[src/sv/coalesced_chain_hash_table_assert.svh]
// Assertion macros for the coalesced chain hash table.
// Included by the top level; compiled out when SYNTHESIS is set.
`ifndef COALESCED_CHAIN_HASH_TABLE_ASSERT_SVH
`define COALESCED_CHAIN_HASH_TABLE_ASSERT_SVH

`ifndef SYNTHESIS
`define CHT_ASSERT(name, prop, msg) \
    name: assert property (@(posedge aclk) disable iff (!aresetn) prop) else $error(msg);
`define CHT_ASSERT_RST(name, prop, msg) \
    name: assert property (@(posedge aclk) prop) else $error(msg);
`else
`define CHT_ASSERT(name, prop, msg)
`define CHT_ASSERT_RST(name, prop, msg)
`endif

`endif

[src/sv/cht_pkg.sv]
// Shared types and codes for the coalesced chain hash table.
// Used by cht_ctrl, cht_dp and the top level; no dependencies.
`timescale 1ns / 1ps

package cht_pkg;

    localparam logic [1:0] ST_INSERTED  = 2'd0;
    localparam logic [1:0] ST_FULL      = 2'd1;
    localparam logic [1:0] ST_FOUND     = 2'd2;
    localparam logic [1:0] ST_NOT_FOUND = 2'd3;

    typedef enum logic [3:0] {
        S_IDLE,
        S_HASH_MUL,
        S_HASH_QD,
        S_HASH_FIN,
        S_DISPATCH,
        S_SCAN,
        S_WALK_RD,
        S_WALK_CHK,
        S_EMIT
    } cht_state_t;

    typedef struct packed {
        logic load_in;
        logic hash_mul;
        logic hash_qd;
        logic hash_fin;
        logic write_home;
        logic scan_next;
        logic walk_adv;
        logic link;
        logic res_found;
        logic res_full;
        logic res_not_found;
        logic emit;
    } cht_cmd_t;

    typedef struct packed {
        logic func_search;
        logic home_valid;
        logic scan_free;
        logic scan_last;
        logic match;
        logic walk_stop;
        logic out_free;
    } cht_stat_t;

endpackage

[src/sv/cht_ctrl.sv]
// Controller state machine for the coalesced chain hash table.
// Depends on cht_pkg; drives cht_dp through cht_cmd_t.
`timescale 1ns / 1ps

module cht_ctrl import cht_pkg::*; (
    input  logic      aclk,
    input  logic      aresetn,
    input  logic      s_tvalid,
    output logic      s_tready,
    input  cht_stat_t stat,
    output cht_cmd_t  cmd
);

    cht_state_t state_reg, state_next;

    always_ff @(posedge aclk) begin
        if (!aresetn) begin
            state_reg <= S_IDLE;
        end else begin
            state_reg <= state_next;
        end
    end

    always_comb begin
        state_next = state_reg;
        cmd        = '0;
        s_tready   = 1'b0;
        case (state_reg)
            S_IDLE: begin
                s_tready = 1'b1;
                if (s_tvalid) begin
                    cmd.load_in = 1'b1;
                    state_next  = S_HASH_MUL;
                end
            end
            S_HASH_MUL: begin
                cmd.hash_mul = 1'b1;
                state_next   = S_HASH_QD;
            end
            S_HASH_QD: begin
                cmd.hash_qd = 1'b1;
                state_next  = S_HASH_FIN;
            end
            S_HASH_FIN: begin
                cmd.hash_fin = 1'b1;
                state_next   = S_DISPATCH;
            end
            S_DISPATCH: begin
                if (stat.func_search) begin
                    state_next = S_WALK_RD;
                end else if (!stat.home_valid) begin
                    cmd.write_home = 1'b1;
                    state_next     = S_EMIT;
                end else begin
                    state_next = S_SCAN;
                end
            end
            S_SCAN: begin
                if (stat.scan_free) begin
                    state_next = S_WALK_RD;
                end else if (stat.scan_last) begin
                    cmd.res_full = 1'b1;
                    state_next   = S_EMIT;
                end else begin
                    cmd.scan_next = 1'b1;
                end
            end
            S_WALK_RD: begin
                state_next = S_WALK_CHK;
            end
            S_WALK_CHK: begin
                if (stat.func_search) begin
                    if (stat.match) begin
                        cmd.res_found = 1'b1;
                        state_next    = S_EMIT;
                    end else if (stat.walk_stop) begin
                        cmd.res_not_found = 1'b1;
                        state_next        = S_EMIT;
                    end else begin
                        cmd.walk_adv = 1'b1;
                    end
                end else if (stat.walk_stop) begin
                    cmd.link   = 1'b1;
                    state_next = S_EMIT;
                end else begin
                    cmd.walk_adv = 1'b1;
                end
            end
            S_EMIT: begin
                if (stat.out_free) begin
                    cmd.emit   = 1'b1;
                    state_next = S_IDLE;
                end
            end
            default: begin
                state_next = S_IDLE;
            end
        endcase
    end

endmodule

[src/sv/cht_dp.sv]
// Datapath for the coalesced chain hash table: hash unit, slot stores,
// free-slot scan, chain walk and output register. Depends on cht_pkg.
`timescale 1ns / 1ps

module cht_dp import cht_pkg::*; #(
    parameter int SLOTS    = 10,
    parameter int KEY_BITS = 16
) (
    input  logic        aclk,
    input  logic        aresetn,
    input  logic [15:0] s_tdata,
    input  logic        s_tuser,
    input  cht_cmd_t    cmd,
    output cht_stat_t   stat,
    output logic        m_tvalid,
    input  logic        m_tready,
    output logic [7:0]  m_tdata
);

    localparam int KW = (KEY_BITS < 16) ? KEY_BITS : 16;
    localparam int SW = (SLOTS > 1) ? $clog2(SLOTS) : 1;
    localparam int CW = $clog2(SLOTS + 1);
    localparam int SH = KW + 7;
    localparam int PW = KW + SH;
    localparam int DW = KW + 7;
    localparam longint unsigned RECIP_L = (64'd1 << SH) / SLOTS;
    localparam logic [SH-1:0] RECIP      = SH'(RECIP_L);
    localparam logic [7:0]    SLOTS_8    = 8'(SLOTS);
    localparam logic [7:0]    SLOTS_M1_8 = 8'(SLOTS - 1);
    localparam logic [SW-1:0] LAST_IDX   = SW'(SLOTS - 1);
    localparam logic [SW:0]   SLOTS_X    = (SW + 1)'(SLOTS);
    localparam logic [CW-1:0] CNT_SEARCH = CW'(SLOTS - 1);
    localparam logic [CW-1:0] CNT_INSERT = CW'(SLOTS);

    logic              func_reg;
    logic [KW-1:0]     key_reg;
    logic [PW-1:0]     prod_reg;
    logic [DW-1:0]     qd_reg;
    logic [SW-1:0]     home_reg;
    logic [SW-1:0]     cur_reg;
    logic [SW-1:0]     scan_reg;
    logic [CW-1:0]     cnt_reg;
    logic [SLOTS-1:0]  valid_reg;
    logic [SLOTS-1:0]  hnext_reg;
    logic [KW-1:0]     key_q;
    logic [SW-1:0]     nxt_q;
    logic [1:0]        res_status_reg;
    logic [3:0]        res_slot_reg;
    logic              m_tvalid_reg;
    logic [7:0]        m_tdata_reg;

    logic [KW-1:0]     key_mem [SLOTS];
    logic [SW-1:0]     nxt_mem [SLOTS];

    logic [KW-1:0]     quot;
    logic [DW-1:0]     diff;
    logic [7:0]        rem_raw;
    logic [7:0]        rem_fix;
    logic [SW-1:0]     home_calc;
    logic [SW-1:0]     rd_addr;
    logic [SW-1:0]     wr_addr;
    logic [CW-1:0]     cnt_lim;

    // key mod SLOTS by reciprocal multiply; estimate is low by at most one
    assign quot      = prod_reg[PW-1:SH];
    assign diff      = DW'(key_reg) - qd_reg;
    assign rem_raw   = diff[7:0];
    assign rem_fix   = (rem_raw >= SLOTS_8) ? (rem_raw - SLOTS_8) : rem_raw;
    assign home_calc = (rem_fix == SLOTS_M1_8) ? '0 : SW'(rem_fix + 8'd1);

    assign rd_addr = cmd.walk_adv ? nxt_q : cur_reg;
    assign wr_addr = cmd.link ? scan_reg : home_reg;
    assign cnt_lim = func_reg ? CNT_SEARCH : CNT_INSERT;

    always_comb begin
        stat.func_search = func_reg;
        stat.home_valid  = valid_reg[home_reg];
        stat.scan_free   = !valid_reg[scan_reg];
        stat.scan_last   = (scan_reg == LAST_IDX);
        stat.match       = valid_reg[cur_reg] && (key_q == key_reg);
        stat.walk_stop   = !hnext_reg[cur_reg] || ({1'b0, nxt_q} >= SLOTS_X)
                           || (cnt_reg == cnt_lim);
        stat.out_free    = !m_tvalid_reg || m_tready;
    end

    always_ff @(posedge aclk) begin
        if (cmd.load_in) begin
            func_reg <= s_tuser;
            key_reg  <= s_tdata[KW-1:0];
        end
        if (cmd.hash_mul) begin
            prod_reg <= PW'(key_reg) * PW'(RECIP);
        end
        if (cmd.hash_qd) begin
            qd_reg <= DW'(quot) * DW'(SLOTS);
        end
        if (cmd.hash_fin) begin
            home_reg <= home_calc;
            cur_reg  <= home_calc;
            scan_reg <= '0;
            cnt_reg  <= '0;
        end
        if (cmd.scan_next) begin
            scan_reg <= scan_reg + 1'b1;
        end
        if (cmd.walk_adv) begin
            cur_reg <= nxt_q;
            cnt_reg <= cnt_reg + 1'b1;
        end
        if (cmd.write_home) begin
            res_status_reg <= ST_INSERTED;
            res_slot_reg   <= 4'(home_reg);
        end else if (cmd.link) begin
            res_status_reg <= ST_INSERTED;
            res_slot_reg   <= 4'(scan_reg);
        end else if (cmd.res_found) begin
            res_status_reg <= ST_FOUND;
            res_slot_reg   <= 4'(cur_reg);
        end else if (cmd.res_full) begin
            res_status_reg <= ST_FULL;
            res_slot_reg   <= '0;
        end else if (cmd.res_not_found) begin
            res_status_reg <= ST_NOT_FOUND;
            res_slot_reg   <= '0;
        end
    end

    always_ff @(posedge aclk) begin
        if (cmd.write_home || cmd.link) begin
            key_mem[wr_addr] <= key_reg;
        end
        key_q <= key_mem[rd_addr];
    end

    always_ff @(posedge aclk) begin
        if (cmd.link) begin
            nxt_mem[cur_reg] <= scan_reg;
        end
        nxt_q <= nxt_mem[rd_addr];
    end

    always_ff @(posedge aclk) begin
        if (!aresetn) begin
            valid_reg <= '0;
            hnext_reg <= '0;
        end else begin
            if (cmd.write_home || cmd.link) begin
                valid_reg[wr_addr] <= 1'b1;
            end
            if (cmd.link) begin
                hnext_reg[cur_reg] <= 1'b1;
            end
        end
    end

    always_ff @(posedge aclk) begin
        if (!aresetn) begin
            m_tvalid_reg <= 1'b0;
        end else if (cmd.emit) begin
            m_tvalid_reg <= 1'b1;
        end else if (m_tready) begin
            m_tvalid_reg <= 1'b0;
        end
    end

    always_ff @(posedge aclk) begin
        if (cmd.emit) begin
            m_tdata_reg <= {2'b00, res_slot_reg, res_status_reg};
        end
    end

    assign m_tvalid = m_tvalid_reg;
    assign m_tdata  = m_tdata_reg;

endmodule

[src/sv/coalesced_chain_hash_table.sv]
// After accept: hash multiply, quotient, finish, dispatch. An insert to an empty home
// slot writes it; a search walks the chain from home; other inserts scan for a free
// slot and walk to the chain tail (free-slot scan and chain walk, one slot a cycle).
// One word in flight: the next is accepted the cycle after the result is loaded into the
// output register, even while that result still waits to drain.
// Synchronous active-low reset clears valid marks, links and handshake state.
`timescale 1ns / 1ps

`include "coalesced_chain_hash_table_assert.svh"

module coalesced_chain_hash_table import cht_pkg::*; #(
    parameter int SLOTS    = 10,
    parameter int KEY_BITS = 16
) (
    input  logic        aclk,
    input  logic        aresetn,
    input  logic        s_tvalid,
    output logic        s_tready,
    input  logic [15:0] s_tdata,   // [15:0] key
    input  logic        s_tuser,   // [0] func
    output logic        m_tvalid,
    input  logic        m_tready,
    output logic [7:0]  m_tdata    // [1:0] status, [5:2] slot, [7:6] zero
);

    cht_cmd_t  cmd;
    cht_stat_t stat;

    cht_ctrl u_ctrl (
        .aclk     (aclk),
        .aresetn  (aresetn),
        .s_tvalid (s_tvalid),
        .s_tready (s_tready),
        .stat     (stat),
        .cmd      (cmd)
    );

    cht_dp #(
        .SLOTS    (SLOTS),
        .KEY_BITS (KEY_BITS)
    ) u_dp (
        .aclk     (aclk),
        .aresetn  (aresetn),
        .s_tdata  (s_tdata),
        .s_tuser  (s_tuser),
        .cmd      (cmd),
        .stat     (stat),
        .m_tvalid (m_tvalid),
        .m_tready (m_tready),
        .m_tdata  (m_tdata)
    );

    `CHT_ASSERT(a_busy_after_accept, (s_tvalid && s_tready) |=> !s_tready, "accepted while busy")
    `CHT_ASSERT(a_emit_when_free, cmd.emit |-> stat.out_free, "result overwrote pending word")
    `CHT_ASSERT(a_zero_slot, (m_tvalid && (m_tdata[1:0] == ST_FULL || m_tdata[1:0] == ST_NOT_FOUND)) |-> (m_tdata[5:2] == 4'd0), "nonzero slot on miss")
    `CHT_ASSERT_RST(a_reset_idle, !aresetn |=> (!m_tvalid && s_tready), "not idle after reset")

endmodule

[config.mk]
export PLATFORM = sky130hd
export DESIGN_NAME = coalesced_chain_hash_table
export DESIGN_NICKNAME = d
export VERILOG_FILES = /design/src/sv/cht_pkg.sv /design/src/sv/cht_ctrl.sv /design/src/sv/cht_dp.sv /design/src/sv/coalesced_chain_hash_table.sv
export VERILOG_INCLUDE_DIRS = /design/src /design/src/sv
export SDC_FILE = /design/constraint.sdc
export NUM_CORES = 1
export LEC_CHECK = 0
export BUFFER_PORTS_ARGS = -buffer_cell sky130_fd_sc_hd__buf_4
export CAP_MARGIN = 30
export CORE_ASPECT_RATIO = 1.1
export CORE_MARGIN = 2
export CORE_UTILIZATION = 45
export DETAILED_ROUTE_END_ITERATION = 8
export REMOVE_ABC_BUFFERS = 1
export SYNTH_ARGS = -nofsm -noshare
export SYNTH_HDL_FRONTEND = slang
export SYNTH_SLANG_ARGS = --single-unit
[constraint.sdc]
create_clock -name aclk -period 7.95 [get_ports aclk]
set_input_delay 1.1925 -clock aclk [delete_from_list [all_inputs] [get_ports aclk]]
set_output_delay 1.1925 -clock aclk [all_outputs]
set_load 0.005 [all_outputs]
==> flow_summary.yaml <==
critical_path:
  critPathLaunch: "u_dp.key_reg[5]"
  worst_setup_path_end_kind: "flop"
  reg2reg_from: "u_dp.key_reg[5]"
  worst_r2r_endpoint: "u_dp.prod_reg[29]"
  critPathLaunchType: "flop"
  worstRegToRegCells: 20
  cp_max_fo: 15
  rrSetupSlack_ps: 1720
  critPathKind: "flop to flop"
  critPathArrivalTime_ps: 6530
  worstPathRequired_ps: 8240
logic_synthesis:
  synth_seq_cells: 304
  syn_avg_cell_area_um2: 13.6
  synth_top_cell_area_share_pct: 48.8
  synth_edf_count: 257
  yosysUniqueCellTypes: 65
  async_flop_share_pct: 0
  synth_area_leaders: "edfxtp_1, ha_1, fa_1, dfxtp_1, mux2i_1"
  synthFlopType: "edfxtp_1"
  synth_top_area_cell: "edfxtp_1"
  yosysSeqAreaShare_pct: 54.7
  postSynthCellCount: 1165
  syn_area_um2: 15800
  ys_warn_count: 0
clock_network:
  holdBufCountCts: 0
  clk_pin_slew_ps: 60
  cts_setup_buffers: 0
  cts_tree: "done"
  cts_root_buffer: "clkbuf_16"
  cts.sinks: 304
  ctsResizeCount: 0
  ctsHtreeMaxLevel: 1
  cts_made_buffers: 30
  cts_buffer_depth: 3
  clk-insertion-delay-late_ps: 570
routing:
  dr.pass1.iters: 5
  drt-initial-drc-count: 538
  vias: 9062
  vias_per_cell: 5.41
  ant_nets: 0
  wl_mm: 34.2
  post_drt_wl_per_cell_um: 20.4
  drc: 0
floorplanning:
  die_w_um: 183
  ios: 31
  die_h_um: 201
  die_area_um2: 36700
  core.rowCount: 72
  initial_core_util_pct: 45.3
  core_area_um2: 35000
sta:
  fmax_mhz: 160
  skew_ps: 31.2
  rsz0062_at_grt: "false"
  period_needed_ps: 6230
  maxSlewHeadroom_pct: 32.0
  worst_slew_pin_slew_ps: 1010
  tns_ps: 0
  drv_slew: 0
  layout_setup_ws_ps: 1720
  finalSetupViolations: 0
  hold_violations: 0
  min_period_over_period_pct: 78.4
grt:
  first_global_vias: 9356
  grt_use_total_pct: 19.3
  grt_overflow: 0
  grt_max_degree: 44
  grt_pass1_wl_mm: 54.4
  antenna_found_initial: 0
final_layout:
  drive_gt1_share_pct: 13.2
  antenna_cells: 0
  largestRegisters: "u_dp.key_mem x160, u_dp.nxt_mem x40"
  regMostFlops: "u_dp.key_mem"
  layout_commonest_cell: "edfxtp_1"
  final_nets: 1390
  layout_common_cells: "edfxtp_1, inv_1, ha_1"
  largest_register_ffs: 160
  syn2layout_area_growth_pct: 11.4
run:
  max_cap_viol_count: 0
worst_hold_path:
  hp-start: "u_dp.res_slot_reg[1]"
  hold_end: "u_dp.m_tdata[3]"
  hp-class: "flop to flop"
  hold_path_depth: 0
placement:
  dp_hpwl_mm: 23.3
  io_buffer_count: 28
  gp_congestion: 0.835
  dp_slack_ps: 1640
outcome:
  status: "finished, final reports clean"
==> critical path, cell delays in order, from the launching register on <==
cell and delay (ps):
edfxtp_1 630, inv_1 100, ha_1 350, fa_1 540
inv_1 110, fa_1 520, fa_1 530, inv_1 50
fa_1 490, fa_1 520, inv_1 40, ha_1 290
a21o_1 180, a21o_1 160, a21oi_1 130, nor2_1 50
a211oi_1 420, a31oi_1 210, a211o_1 340, a21oi_1 180
xnor2_1 80
==> per-layer routing <==
metal	share of wire [%]	global-route usage [%]
met2	49	32.8
met4	1.8	4.83
met3	4.0	2.14
met1	46	26.7
met5	0	0
==> layout make-up <==
cell class                      instances  area (um2)
Multi-Input combinational cell        684        6470
Tap cell                              444         556
Clock inverter                         21         238
Clock buffer                           34         786
Sequential cell                       304        8660
Timing Repair Buffer                   50         408
Fill cell                            2997       17300
Inverter                              138         518
==> synth_stat cells (8+ instances only) <==
cell and number:
edfxtp_1 257, inv_1 138, ha_1 103, mux2i_1 90
nand2_1 59, fa_1 58, dfxtp_1 47, nor2_1 44
xnor2_1 37, mux2_2 26, o21a_1 25, a21oi_1 24
clkbuf_1 24, a32o_1 20, nor3_1 15, o21ai_0 15
nor2b_1 14, nand3_1 12, a221oi_1 11, nand4_1 11
a221oi_2 10, a21o_1 8, and2_1 8, buf_6 8
nand2b_1 8, xor2_1 8
==> cells by family after synthesis <==
family,after synthesis,synth area share [%]
other,1,0.0237
flip-flops,304,54.7
AO/OA/AOI/OAI,154,7.75
AND/OR/NAND/NOR,198,6.13
XOR/XNOR,45,2.49
buffers and inverters,178,4.75
adder cells (fa/ha/maj),161,15.5
multiplexers,124,8.68
==> worst max-delay path by stage <==
stage,slack (ps),endpoint,cells past startpoint
2_1_floorplan,2280,u_dp.prod_reg[29],20
6_report,1720,u_dp.prod_reg[29],20
4_1_cts,1610,u_dp.prod_reg[29],20
3_5_place_dp,1640,u_dp.prod_reg[29],20
5_1_grt,1330,u_dp.prod_reg[29],20
3_3_place_gp,1790,u_dp.prod_reg[29],20
==> per-stage QoR <==
step | instances | utilization [%] | area, um2 | hold slack (ps)
after detailed placement | 1620 | 47.5 | 16600 | 407
after global routing | 1675 | 50.4 | 17600 | 435
after floorplan | 1126 | - | 15600 | 400
after CTS | 1675 | 50.4 | 17600 | 422
after global placement | 1616 | 47.3 | 16500 | 408
final | 1675 | 50.4 | 17600 | 421
Power is left out: the tool's default activity adds up to more than one toggle a clock period on the data nets, which glitch-free logic cannot reach.
